`config.mk`:
```
export PLATFORM = sky130hd
export DESIGN_NAME = prime_test_and_prime_factors_unit
export DESIGN_NICKNAME = d
export VERILOG_FILES = /design/src/sv/ptpf_pkg.sv /design/src/sv/ptpf_div.sv /design/src/sv/ptpf_ctrl.sv /design/src/sv/prime_test_and_prime_factors_unit.sv
export SDC_FILE = /design/constraint.sdc
export NUM_CORES = 1
export LEC_CHECK = 0
export ABC_AREA = 1
export BUFFER_PORTS_ARGS = -buffer_cell sky130_fd_sc_hd__clkbuf_2
export CAP_MARGIN = 25
export CORE_UTILIZATION = 50
export DETAILED_ROUTE_END_ITERATION = 8
export PLACE_DENSITY = 0.66
export SKIP_LAST_GASP = 1
export SYNTH_ARGS = -nofsm -noshare
export SYNTH_HDL_FRONTEND = slang
export SYNTH_SLANG_ARGS = --single-unit
```
`constraint.sdc`:
```
create_clock -name clk_i -period 3.8 [get_ports clk_i]
set_input_delay 0.19 -clock clk_i [delete_from_list [all_inputs] [get_ports clk_i]]
set_output_delay 0.19 -clock clk_i [all_outputs]
set_load 0.02 [all_outputs]
```
`src/sv/ptpf_pkg.sv`:
```
// Shared widths, types and codes for the prime test and factor unit.
package ptpf_pkg;

  localparam int unsigned VALUE_BITS  = 16;
  localparam int unsigned VALUE_W     = 16;
  localparam int unsigned FACTOR_W    = 16;
  localparam int unsigned MAX_RESULTS = 6;

  localparam int unsigned CNT_W       = $clog2(MAX_RESULTS + 1);
  localparam int unsigned SQ_W        = VALUE_BITS + 2;
  localparam int unsigned DIV_CNT_W   = $clog2(VALUE_BITS + 1);
  localparam int unsigned S_TDATA_W   = ((VALUE_W + 7) / 8) * 8;
  localparam int unsigned M_TDATA_W   = ((FACTOR_W + 1 + 7) / 8) * 8;

  typedef logic [VALUE_BITS-1:0] num_t;

  typedef enum logic {
    MODE_PRIME  = 1'b0,
    MODE_FACTOR = 1'b1
  } mode_e;

  typedef struct packed {
    logic start;
    num_t dividend;
    num_t divisor;
  } div_req_t;

  typedef struct packed {
    logic done;
    num_t quot;
    num_t rem;
  } div_rsp_t;

endpackage

```
`src/sv/ptpf_div.sv`:
```
// Restoring divider, one quotient bit per cycle.
module ptpf_div (
  input  logic               clk_i,
  input  logic               rst_ni,
  input  ptpf_pkg::div_req_t req_i,
  output ptpf_pkg::div_rsp_t rsp_o
);
  import ptpf_pkg::*;

  logic                 busy_q, busy_d;
  logic                 done_q, done_d;
  logic [DIV_CNT_W-1:0] cnt_q, cnt_d;
  num_t                 quot_q, quot_d;
  num_t                 rem_q, rem_d;
  num_t                 dsr_q, dsr_d;
  logic [VALUE_BITS:0]  shifted;
  logic [VALUE_BITS:0]  trial;

  // partial remainder stays below the divisor, so one extra bit is enough
  assign shifted = {rem_q, quot_q[VALUE_BITS-1]};
  assign trial   = shifted - {1'b0, dsr_q};

  always_comb begin
    busy_d = busy_q;
    done_d = 1'b0;
    cnt_d  = cnt_q;
    quot_d = quot_q;
    rem_d  = rem_q;
    dsr_d  = dsr_q;
    if (req_i.start) begin
      busy_d = 1'b1;
      cnt_d  = DIV_CNT_W'(VALUE_BITS);
      quot_d = req_i.dividend;
      rem_d  = '0;
      dsr_d  = req_i.divisor;
    end else if (busy_q) begin
      quot_d = {quot_q[VALUE_BITS-2:0], ~trial[VALUE_BITS]};
      rem_d  = trial[VALUE_BITS] ? shifted[VALUE_BITS-1:0] : trial[VALUE_BITS-1:0];
      cnt_d  = cnt_q - 1'b1;
      if (cnt_q == DIV_CNT_W'(1)) begin
        busy_d = 1'b0;
        done_d = 1'b1;
      end
    end
  end

  always_ff @(posedge clk_i or negedge rst_ni) begin
    if (!rst_ni) begin
      busy_q <= 1'b0;
      done_q <= 1'b0;
      cnt_q  <= '0;
    end else begin
      busy_q <= busy_d;
      done_q <= done_d;
      cnt_q  <= cnt_d;
    end
  end

  always_ff @(posedge clk_i) begin
    quot_q <= quot_d;
    rem_q  <= rem_d;
    dsr_q  <= dsr_d;
  end

  assign rsp_o = '{done: done_q, quot: quot_q, rem: rem_q};

endmodule

```
`src/sv/ptpf_ctrl.sv`:
```
// Sequencer: walks trial divisors, collects factors, drives the output register.
module ptpf_ctrl (
  input  logic                          clk_i,
  input  logic                          rst_ni,
  input  logic                          in_valid_i,
  output logic                          in_ready_o,
  input  logic                          in_mode_i,
  input  logic [ptpf_pkg::VALUE_W-1:0]  in_value_i,
  output logic                          out_valid_o,
  input  logic                          out_ready_i,
  output logic [ptpf_pkg::FACTOR_W-1:0] out_factor_o,
  output logic                          out_found_o,
  output logic                          out_is_prime_o,
  output logic                          out_last_o,
  output ptpf_pkg::div_req_t            div_req_o,
  input  ptpf_pkg::div_rsp_t            div_rsp_i
);
  import ptpf_pkg::*;

  typedef enum logic [2:0] {
    ST_IDLE,
    ST_CHECK,
    ST_DIV,
    ST_PUSH,
    ST_FIN
  } state_e;

  state_e              state_q, state_d;
  mode_e               mode_q, mode_d;
  num_t                n_q, n_d;
  num_t                d_q, d_d;
  logic [SQ_W-1:0]     sq_q, sq_d;
  logic [CNT_W-1:0]    cnt_q, cnt_d;
  num_t                pend_q, pend_d;
  logic                pend_vld_q, pend_vld_d;
  logic                reduce_q, reduce_d;
  logic                hit_q, hit_d;
  logic                start_q, start_d;
  logic                out_vld_q, out_vld_d;
  logic [FACTOR_W-1:0] out_factor_q, out_factor_d;
  logic                out_found_q, out_found_d;
  logic                out_prime_q, out_prime_d;
  logic                out_last_q, out_last_d;
  logic                out_free;
  logic                more;
  logic                tail;

  assign out_free = !out_vld_q || out_ready_i;
  assign more     = (sq_q <= SQ_W'(n_q)) && (cnt_q < CNT_W'(MAX_RESULTS));
  // leftover cofactor above one is itself a prime factor
  assign tail     = (n_q > num_t'(1)) && (cnt_q < CNT_W'(MAX_RESULTS));

  always_comb begin
    state_d      = state_q;
    mode_d       = mode_q;
    n_d          = n_q;
    d_d          = d_q;
    sq_d         = sq_q;
    cnt_d        = cnt_q;
    pend_d       = pend_q;
    pend_vld_d   = pend_vld_q;
    reduce_d     = reduce_q;
    hit_d        = hit_q;
    start_d      = 1'b0;
    out_vld_d    = out_vld_q && !out_ready_i;
    out_factor_d = out_factor_q;
    out_found_d  = out_found_q;
    out_prime_d  = out_prime_q;
    out_last_d   = out_last_q;
    unique case (state_q)
      ST_IDLE: begin
        if (in_valid_i) begin
          mode_d     = mode_e'(in_mode_i);
          n_d        = VALUE_BITS'(in_value_i);
          d_d        = num_t'(2);
          sq_d       = SQ_W'(4);
          cnt_d      = '0;
          pend_vld_d = 1'b0;
          reduce_d   = 1'b0;
          hit_d      = 1'b0;
          state_d    = ST_CHECK;
        end
      end
      ST_CHECK: begin
        if (more) begin
          start_d = 1'b1;
          state_d = ST_DIV;
        end else begin
          state_d = ST_FIN;
        end
      end
      ST_DIV: begin
        if (div_rsp_i.done) begin
          if (div_rsp_i.rem == '0) begin
            if (mode_q == MODE_PRIME) begin
              hit_d   = 1'b1;
              state_d = ST_FIN;
            end else begin
              n_d = div_rsp_i.quot;
              if (reduce_q) begin
                start_d = 1'b1;   // keep dividing out the same prime
              end else begin
                state_d = ST_PUSH;
              end
            end
          end else begin
            reduce_d = 1'b0;
            d_d      = d_q + 1'b1;
            // (d+1)^2 = d^2 + 2d + 1
            sq_d     = sq_q + SQ_W'({d_q, 1'b1});
            state_d  = ST_CHECK;
          end
        end
      end
      ST_PUSH: begin
        if (!pend_vld_q || out_free) begin
          if (pend_vld_q) begin
            out_vld_d    = 1'b1;
            out_factor_d = FACTOR_W'(pend_q);
            out_found_d  = 1'b1;
            out_prime_d  = 1'b0;
            out_last_d   = 1'b0;
          end
          pend_d     = d_q;
          pend_vld_d = 1'b1;
          cnt_d      = cnt_q + 1'b1;
          reduce_d   = 1'b1;
          start_d    = 1'b1;
          state_d    = ST_DIV;
        end
      end
      ST_FIN: begin
        if (out_free) begin
          out_vld_d = 1'b1;
          priority if (mode_q == MODE_PRIME) begin
            out_factor_d = '0;
            out_found_d  = 1'b0;
            out_prime_d  = !hit_q && (n_q >= num_t'(2));
            out_last_d   = 1'b1;
            state_d      = ST_IDLE;
          end else if (pend_vld_q && tail) begin
            out_factor_d = FACTOR_W'(pend_q);
            out_found_d  = 1'b1;
            out_prime_d  = 1'b0;
            out_last_d   = 1'b0;
            pend_vld_d   = 1'b0;
          end else if (pend_vld_q) begin
            out_factor_d = FACTOR_W'(pend_q);
            out_found_d  = 1'b1;
            out_prime_d  = 1'b0;
            out_last_d   = 1'b1;
            state_d      = ST_IDLE;
          end else begin
            out_factor_d = tail ? FACTOR_W'(n_q) : '0;
            out_found_d  = tail;
            out_prime_d  = 1'b0;
            out_last_d   = 1'b1;
            state_d      = ST_IDLE;
          end
        end
      end
      default: begin
        state_d = ST_IDLE;
      end
    endcase
  end

  always_ff @(posedge clk_i or negedge rst_ni) begin
    if (!rst_ni) begin
      state_q    <= ST_IDLE;
      pend_vld_q <= 1'b0;
      reduce_q   <= 1'b0;
      hit_q      <= 1'b0;
      start_q    <= 1'b0;
      out_vld_q  <= 1'b0;
      cnt_q      <= '0;
    end else begin
      state_q    <= state_d;
      pend_vld_q <= pend_vld_d;
      reduce_q   <= reduce_d;
      hit_q      <= hit_d;
      start_q    <= start_d;
      out_vld_q  <= out_vld_d;
      cnt_q      <= cnt_d;
    end
  end

  always_ff @(posedge clk_i) begin
    mode_q       <= mode_d;
    n_q          <= n_d;
    d_q          <= d_d;
    sq_q         <= sq_d;
    pend_q       <= pend_d;
    out_factor_q <= out_factor_d;
    out_found_q  <= out_found_d;
    out_prime_q  <= out_prime_d;
    out_last_q   <= out_last_d;
  end

  assign in_ready_o     = (state_q == ST_IDLE);
  assign out_valid_o    = out_vld_q;
  assign out_factor_o   = out_factor_q;
  assign out_found_o    = out_found_q;
  assign out_is_prime_o = out_prime_q;
  assign out_last_o     = out_last_q;
  assign div_req_o      = '{start: start_q, dividend: n_q, divisor: d_q};

endmodule

```
`src/sv/prime_test_and_prime_factors_unit.sv`:
```
// Top level of the trial-division prime test and distinct prime factor unit.
//
// Input stream: one word per job. tdata carries the value, tuser the mode
// (0 = primality test, 1 = list distinct prime factors).
// Output stream: mode 0 gives one word with tlast set, is_prime high for a
// prime. Mode 1 gives one word per distinct prime factor in ascending order,
// tlast on the final one; a value below two gives a single word with found = 0.
//
// Throughput: one job at a time; s_axis_tready_o is high only when idle.
// Every trial divisor d (from 2 while d*d <= n) costs one pass through the
// shared restoring divider, and each extra division that strips a repeated
// factor costs another pass. A prime near 65535 takes 254 trial divisors;
// values below four need no division at all.
//
// Results leave through a one-word output register. If the receiver stalls,
// the sequencer holds when it has the next word ready and resumes once the
// register drains. The last word may still wait in that register while a
// new job is accepted.
// Reset (rst_ni low, asynchronous) returns the sequencer to idle and drops
// m_axis_tvalid_o; nothing is carried from one job to the next.
module prime_test_and_prime_factors_unit (
  input  logic                           clk_i,
  input  logic                           rst_ni,
  input  logic                           s_axis_tvalid_i,
  output logic                           s_axis_tready_o,
  input  logic [ptpf_pkg::S_TDATA_W-1:0] s_axis_tdata_i,  // [15:0] value
  input  logic                           s_axis_tuser_i,  // [0] mode
  output logic                           m_axis_tvalid_o,
  input  logic                           m_axis_tready_i,
  output logic [ptpf_pkg::M_TDATA_W-1:0] m_axis_tdata_o,  // [15:0] factor, [16] is_prime
  output logic                           m_axis_tuser_o,  // [0] found
  output logic                           m_axis_tlast_o
);
  import ptpf_pkg::*;

  div_req_t            div_req;
  div_rsp_t            div_rsp;
  logic [FACTOR_W-1:0] factor;
  logic                is_prime;

  ptpf_ctrl u_ctrl (
    .clk_i          (clk_i),
    .rst_ni         (rst_ni),
    .in_valid_i     (s_axis_tvalid_i),
    .in_ready_o     (s_axis_tready_o),
    .in_mode_i      (s_axis_tuser_i),
    .in_value_i     (s_axis_tdata_i[VALUE_W-1:0]),
    .out_valid_o    (m_axis_tvalid_o),
    .out_ready_i    (m_axis_tready_i),
    .out_factor_o   (factor),
    .out_found_o    (m_axis_tuser_o),
    .out_is_prime_o (is_prime),
    .out_last_o     (m_axis_tlast_o),
    .div_req_o      (div_req),
    .div_rsp_i      (div_rsp)
  );

  // shared divider: n / d for every trial and every strip of a found factor
  ptpf_div u_div (
    .clk_i  (clk_i),
    .rst_ni (rst_ni),
    .req_i  (div_req),
    .rsp_o  (div_rsp)
  );

  // pad bits above is_prime are zero
  assign m_axis_tdata_o = M_TDATA_W'({is_prime, factor});

endmodule

```
* Word-level counts from Yosys, hierarchy flattened
Cells that the tools add are included.
** Storage, ports and cells
- Register bits after elaboration :: 152
- Latch bits :: 0
- Memory bits (writable) :: 0
- ROM bits :: 0
- Bits of input ports :: 21
- Output and inout bits :: 28
- Logic and storage cells :: 165
- Memories kept :: 0
** Operators by class
- Add/subtract/negate cells :: 5
- Multipliers :: 0
- Divide/modulo/power cells :: 0
- $lt $le $gt $ge :: 4
- Equal/unequal tests :: 18
- Shift operators :: 0
- Muxes and demuxes :: 86
- Bitwise gates (word level) :: 1
- Reductions and logical operators :: 29
** Operator list (number)
- two-way mux 16 bit :: 17
- case mux 16 bit (2 select lines) :: 3
- two-way mux 18 bit :: 3
- two-way mux 1 bit :: 38
- two-way mux 3 bit :: 12
- case mux 18 bit (2 select lines) :: 1
- adder 18 x 17 -> 18 bit :: 1
- <= comparator 18 x 16 -> 1 bit :: 1
- subtractor 17 x 16 -> 17 bit :: 1
- adder 16 x 1 -> 16 bit, second input constant :: 1
- greater-or-equal comparator 16 x 2 -> 1 bit, second input constant :: 1
- > comparator 16 x 1 -> 1 bit, second input constant :: 1
- zero test 16 bit :: 1
- inequality test 2 x 1 -> 1 bit, second input constant :: 8
- case mux 3 bit (5 select lines) :: 1
- AND reduction 5 bit :: 3
- AND reduction 6 bit :: 2
- two-way mux 5 bit :: 2
- case mux 1 bit (2 select lines) :: 5
- case mux 1 bit (3 select lines) :: 3
- AND reduction 4 bit :: 2
- nonzero test 2 bit :: 4
- equality test 3 x 2 -> 1 bit, second input constant :: 2
- inequality test 2 bit, second input constant :: 3
- other kinds (17) :: 27

* Logic depth before layout (Yosys ltp)
- Depth after elaboration :: 8
- Depth in mapped cells :: 16
- Depth with buffers taken out :: 16

* Modules after synthesis
Synthesis repeated with hierarchy kept, for this count alone.
** Unflattened totals
- Cells, all modules :: 1089
- Area, all modules :: 9116.2 um2
** By module, submodules not included
- ptpf_ctrl :: times used 1, cells each 619, area each 5631.7 um2, seq. area each 2857.7 um2
- ptpf_div :: times used 1, cells each 461, area each 3420.8 um2, seq. area each 1456.4 um2
- prime_test_and_prime_factors_unit :: times used 1, cells each 9, area each 63.8 um2, seq. area each 0.0 um2

* Worst setup path after synthesis
No wires, ideal clock.
- Kind :: reg-to-reg
- Start :: register u_ctrl.state_q[2]
- End :: register u_ctrl.n_q[0] (enable)
- Library setup time :: 0.436 ns
- Arrival :: 2.608 ns
- Required time :: 3.364 ns
- Setup slack :: 0.757 ns
- Cell stages (with the launch flop) :: 7
- Path buffers :: 0
- Period minus slack after synthesis :: 3.043 ns
- Cells stage by stage :: dfrtp_1 -> inv_1 -> nand2_2 -> nor2_4 -> inv_2 -> o21ai_2 -> o41ai_1
** On the way
- Longest elaborated chain between the ends :: 3
- Elaborated cells on any way between the ends :: 8
- Classes of those cells :: eq/ne (5); reduce/logical (3)
** RTL lines
- start: declaration :: line ptpf_ctrl.sv:28 : state_e state_q, state_d;
- start signal: assignment :: line ptpf_ctrl.sv:178 : state_q <= state_d;
- equality test 3 x 2 -> 1 bit or zero test 3 bit (tied branches) :: line ptpf_ctrl.sv:70 : unique case (state_q)
- inequality test 2 x 1 -> 1 bit (no line), or another cell as far along
- AND reduction 5 bit (no line) *
- end signal: assignment :: line ptpf_ctrl.sv:190 : n_q <= n_d;
- end: declaration :: line ptpf_ctrl.sv:30 : num_t n_q, n_d;
Every way passes the cells marked *; elsewhere a longest branch is shown, timed or not.
A chain may end at the register's enable or synchronous reset.

* Final worst setup path
- Start :: register u_ctrl.state_q[2]
- End :: register u_ctrl.sq_q[4] (enable)
** On the way
- Longest elaborated chain between the ends :: 3
- Elaborated cells on any way between the ends :: 7
- Classes of those cells :: eq/ne (4); reduce/logical (3)
** RTL lines
- equality test 3 x 2 -> 1 bit or zero test 3 bit (tied branches) :: line ptpf_ctrl.sv:70
- inequality test 2 x 1 -> 1 bit (no line), or another cell as far along
- AND reduction 4 bit (no line) *
- end signal: assignment :: line ptpf_ctrl.sv:192 : sq_q <= sq_d;
- end: declaration :: line ptpf_ctrl.sv:32 : logic [SQ_W-1:0] sq_q, sq_d;
Marks and branches as above.

==> tab_implementation.tex <==
\begin{tabular}{lr}
\hline
Metric & Value \\
\hline
\multicolumn{2}{l}{\textbf{Power and ir drop}} \\
\quad Leakage dissipation & 4.521 nW \\
\quad Proportion of total power due to net switching & 45.90\% \\
\quad Clock share of power & 16.8\% \\
\quad Switching Power & 4.384 mW \\
\quad Relative contribution of sequential cells to total power & 33.8\% \\
\quad Power density over the cells & 973.7 nW/µm² \\
\quad Pint & 5.167 mW \\
\quad Relative contribution of combinational cells to total power & 49.4\% \\
\quad Maximum VDD drop & 0.9568 mV \\
\multicolumn{2}{l}{\textbf{Worst setup path}} \\
\quad Setup slack of the most critical reg-to-reg path & 1.28 ns \\
\quad Maximum net fanout on the critical path & 46 \\
\quad Slowest cell on the critical path & sky130\_fd\_sc\_hd\_\_nor2\_4 \\
\quad Worst endpoint data arrival time & 2.65 ns \\
\quad Crit path buffers/inverters & 5 \\
\quad CP top delay family & buffers and inverters \\
\quad Nature of the critical path endpoint & register \\
\quad Cells traversed along the worst timing path & inv\_1 -> nand2\_2 -> nor2\_4 -> inv\_2 -> buf\_4 -> o21ai\_2 -> nor2\_1 -> o21ai\_0 -> inv\_1 -> buf\_4 \\
\quad Required time of the worst setup path & 3.93 ns \\
\quad CP peak stage delay & 0.51 ns \\
\quad Source of the critical timing path & u\_ctrl.state\_q[2] \\
\quad Startpoint-to-endpoint class of the critical path & register to register \\
\quad R2r startpoint & u\_ctrl.state\_q[2] \\
\quad Critical path startpoint category & register \\
\multicolumn{2}{l}{\textbf{Yosys}} \\
\quad Number of synthesis warnings & 0 \\
\quad Cell types occupying the most area after synthesis & sky130\_fd\_sc\_hd\_\_edfxtp\_1, sky130\_fd\_sc\_hd\_\_nand2\_1, sky130\_fd\_sc\_hd\_\_ha\_1, sky130\_fd\_sc\_hd\_\_inv\_1, sky130\_fd\_sc\_hd\_\_dfrtp\_1 \\
\quad Cell taking the most area after synthesis & sky130\_fd\_sc\_hd\_\_edfxtp\_1 \\
\quad Most instantiated library cell after synthesis & sky130\_fd\_sc\_hd\_\_nand2\_1 \\
\quad Sequential-to-total area share from yosys stat & 48.88\% \\
\quad Share of flip-flops with an asynchronous set or reset after synthesis & 11.84\% \\
\quad Dominant synthesized flop cell & sky130\_fd\_sc\_hd\_\_edfxtp\_1 \\
\quad Cells after synthesis & 1029 \\
\quad Number of distinct library cells after synthesis & 42 \\
\quad Mean post-synth cell area & 8.577 µm² \\
\quad Area of the mapped netlist & 8826 µm² \\
\quad Synth top area share & 40.15\% \\
\quad Yosys reg bits & 152 \\
\quad Number of synthesized flops with an enable pin & 118 \\
\quad Cell types with the highest counts after synthesis & sky130\_fd\_sc\_hd\_\_nand2\_1, sky130\_fd\_sc\_hd\_\_inv\_1, sky130\_fd\_sc\_hd\_\_edfxtp\_1, sky130\_fd\_sc\_hd\_\_nor2\_1, sky130\_fd\_sc\_hd\_\_o21ai\_0 \\
\multicolumn{2}{l}{\textbf{STA}} \\
\quad Final setup violation count & 0 \\
\quad Achievable frequency & 397.1 MHz \\
\quad Setup slack of the critical path after layout & 1.282 ns \\
\quad Period utilization & 66.28\% \\
\quad Final count of hold timing violations & 0 \\
\quad Max-slew violation count & 0 \\
\quad Transition time of the tightest slew-check pin & 0.9571 ns \\
\quad Min Clock Period, post-route & 2.518 ns \\
\quad Setup TNS & 0 ns \\
\quad Max transition margin & 36.12\% \\
\quad Post-Route Skew & 0.01025 ns \\
\quad RSZ-0062 raised after global routing & no \\
\multicolumn{2}{l}{\textbf{CTS}} \\
\quad H-tree depth & 4 \\
\quad Number of buffers inserted during clock tree synthesis & 17 \\
\quad CTS tree & yes \\
\quad CTS root buffer & sky130\_fd\_sc\_hd\_\_clkbuf\_16 \\
\quad Setup bufs post-CTS & 0 \\
\quad Maximum number of buffers from clock root to sink & 2 \\
\quad Clock slew at the register clock pins of the worst setup and hold paths & 0.07 ns \\
\quad Insertion delay of the later-clocked pin in the worst-skew pair & 0.43 ns \\
\quad Clk sink count & 152 \\
\multicolumn{2}{l}{\textbf{Routing}} \\
\quad Routed length per placed instance & 15.50 µm \\
\quad Total via count in the routed design & 6872 \\
\quad Number of DRC markers in iteration 0 & 518 \\
\quad DR vias/cell & 5.234 \\
\quad Count of TritonRoute iterations in the first routing pass & 5 \\
\quad Antenna Nets Post-Route & 0 \\
\quad Total routed wirelength & 20350 µm \\
\quad Drt drc & 0 \\
\multicolumn{2}{l}{\textbf{Global route}} \\
\quad Overall global routing resource usage & 23.93\% \\
\quad Aggregate global routing overflow & 0 \\
\quad Antenna violations before repair & 0 \\
\quad First-pass GRT wire length & 33150 µm \\
\quad Maximum number of pins on one net before global-route repair & 52 \\
\quad Via count of the first global-routing pass & 6633 \\
\multicolumn{2}{l}{\textbf{Layout}} \\
\quad Area Overhead vs Synth & 11.14\% \\
\quad Total number of nets in the final design & 1150 \\
\quad Inserted Diodes & 0 \\
\quad Proportion of layout cells with a drive suffix above 1 & 12.41\% \\
\quad Util after Layout & 56.71\% \\
\multicolumn{2}{l}{\textbf{Floorplan}} \\
\quad Core Area & 17300 µm² \\
\quad Chip width & 134.9 µm \\
\quad Die Ht & 134.9 µm \\
\quad I/O pin total & 49 \\
\quad Full die area & 18190 µm² \\
\quad Starting density of the core & 51.03\% \\
\quad Standard-cell rows & 48 \\
\multicolumn{2}{l}{\textbf{Place}} \\
\quad Last weighted congestion value of the routability-driven placer & 0.8557 \\
\quad Post-DP HPWL & 14890 µm \\
\quad Number of buffers added on ports & 41 \\
\quad Post-Place Worst Slack & 1.290 ns \\
\multicolumn{2}{l}{\textbf{Hold path}} \\
\quad Hold crit path type & primary input to register \\
\quad HP Start & s\_axis\_tdata\_i[2] \\
\multicolumn{2}{l}{\textbf{Outcome}} \\
\quad Outcome & finished, final reports clean \\
\multicolumn{2}{l}{\textbf{Job}} \\
\quad Count of max-cap constraint violations & 0 \\
\hline
\end{tabular}
## cells in the final DEF, fill, tap and decap left out, types with 6 or more instances in the layout
cell / synthesis / final
sky130_fd_sc_hd__nand2_1: 251 / 251
sky130_fd_sc_hd__inv_1: 155 / 155
sky130_fd_sc_hd__edfxtp_1: 118 / 118
sky130_fd_sc_hd__nor2_1: 73 / 72
sky130_fd_sc_hd__o21ai_0: 69 / 69
sky130_fd_sc_hd__a21oi_1: 63 / 63
sky130_fd_sc_hd__ha_1: 52 / 52
sky130_fd_sc_hd__clkbuf_2: 0 / 41
sky130_fd_sc_hd__nand3_1: 38 / 38
sky130_fd_sc_hd__nand2_2: 31 / 31
sky130_fd_sc_hd__nand4_1: 21 / 21
sky130_fd_sc_hd__dfrtp_1: 18 / 18
sky130_fd_sc_hd__o22ai_1: 17 / 17
sky130_fd_sc_hd__clkbuf_16: 0 / 17
sky130_fd_sc_hd__dfxtp_1: 16 / 16
sky130_fd_sc_hd__nor3_1: 12 / 12
sky130_fd_sc_hd__nand3_2: 7 / 7
sky130_fd_sc_hd__conb_1: 1 / 7
sky130_fd_sc_hd__nor2_2: 5 / 6
sky130_fd_sc_hd__nand3b_1: 6 / 6
sky130_fd_sc_hd__xnor2_1: 6 / 6
## tightest hold or removal path, cell delays in order
cell and delay [ns]:
sky130_fd_sc_hd__clkbuf_2 0.08, sky130_fd_sc_hd__nand2_1 0.04, sky130_fd_sc_hd__o21ai_0 0.06
## routing by layer
metal | part of all wire [%] | up-vias | track usage [%]
met1 | 46 | 3175 | 32.29
met4 | 1.3 | 0 | 6.804
met3 | 4.7 | 25 | 4.279
met5 | 0 | - | 0
met2 | 47 | 167 | 39.49
li1 | - | 3505 | -
## path summary, 6_finish.rpt
path	end	cells after the start
max in group asynchronous	u_ctrl.state_q[0]	2
min reg2reg	u_div.rem_q[6]	2
min	u_ctrl.n_q[2]	3
max reg2reg	u_ctrl.sq_q[4]	10
max	u_ctrl.sq_q[4]	10
min in group asynchronous	u_div.cnt_q[2]	2
## what timing repair did
item,in CTS,in global routing
resized for setup,0,0
hold endpoints to repair,19,0
hold buffers,2,0
## area by class of cell
type / count / area [µm²]
Timing Repair Buffer: 49 / 290.3
Fill cell: 1556 / 7487
Inverter: 156 / 585.6
Clock buffer: 18 / 429.2
Sequential cell: 152 / 4314
Tap cell: 225 / 281.5
Multi-Input combinational cell: 699 / 3787
Clock inverter: 14 / 121.4
## power by group through the flow
stage               clock (mW)  combinational [mW]  sequential, mW
global route              1.69                5.41            3.30
global placement             0                4.62            3.23
CTS                       1.62                4.73            3.22
detailed placement           0                4.71            3.25
finish                    1.60                4.72            3.23
floorplan                    0                3.73            3.09
## cell families (layout without fill, tap and decap cells)
group                    Yosys count  count (layout)  synth area share [%]
XOR/XNOR                           8               8                0.7939
buffers and inverters            184             237                 8.577
other                              1               7               0.04249
AND/OR/NAND/NOR                  456             456                 23.12
flip-flops                       152             152                 48.88
adder cells (fa/ha/maj)           54              54                 7.825
AO/OA/AOI/OAI                    174             174                 10.76
## state kept, by name, summed over array words and instances (netlist names), 16 cells and up
register	flops
u_ctrl.pend_q	16
u_ctrl.n_q	16
u_ctrl.sq_q	18
u_div.rem_q	16
u_ctrl.d_q	16
u_div.dsr_q	16
u_div.quot_q	16
u_ctrl.out_factor_o	16
## through the flow
step                instance area, µm²  hold slack, ns  power, mW  instances
detailed placement                9239          0.1661      7.962       1279
global route                      9809         0.05621      10.40       1313
CTS                               9809         0.03702      9.581       1313
finish                            9809         0.04724      9.551       1313
floorplan                         8848         -0.1056      6.818       1035
global placement                  9211          0.1686      7.850       1278
No activity file was read; power rests on OpenSTA's default activity.
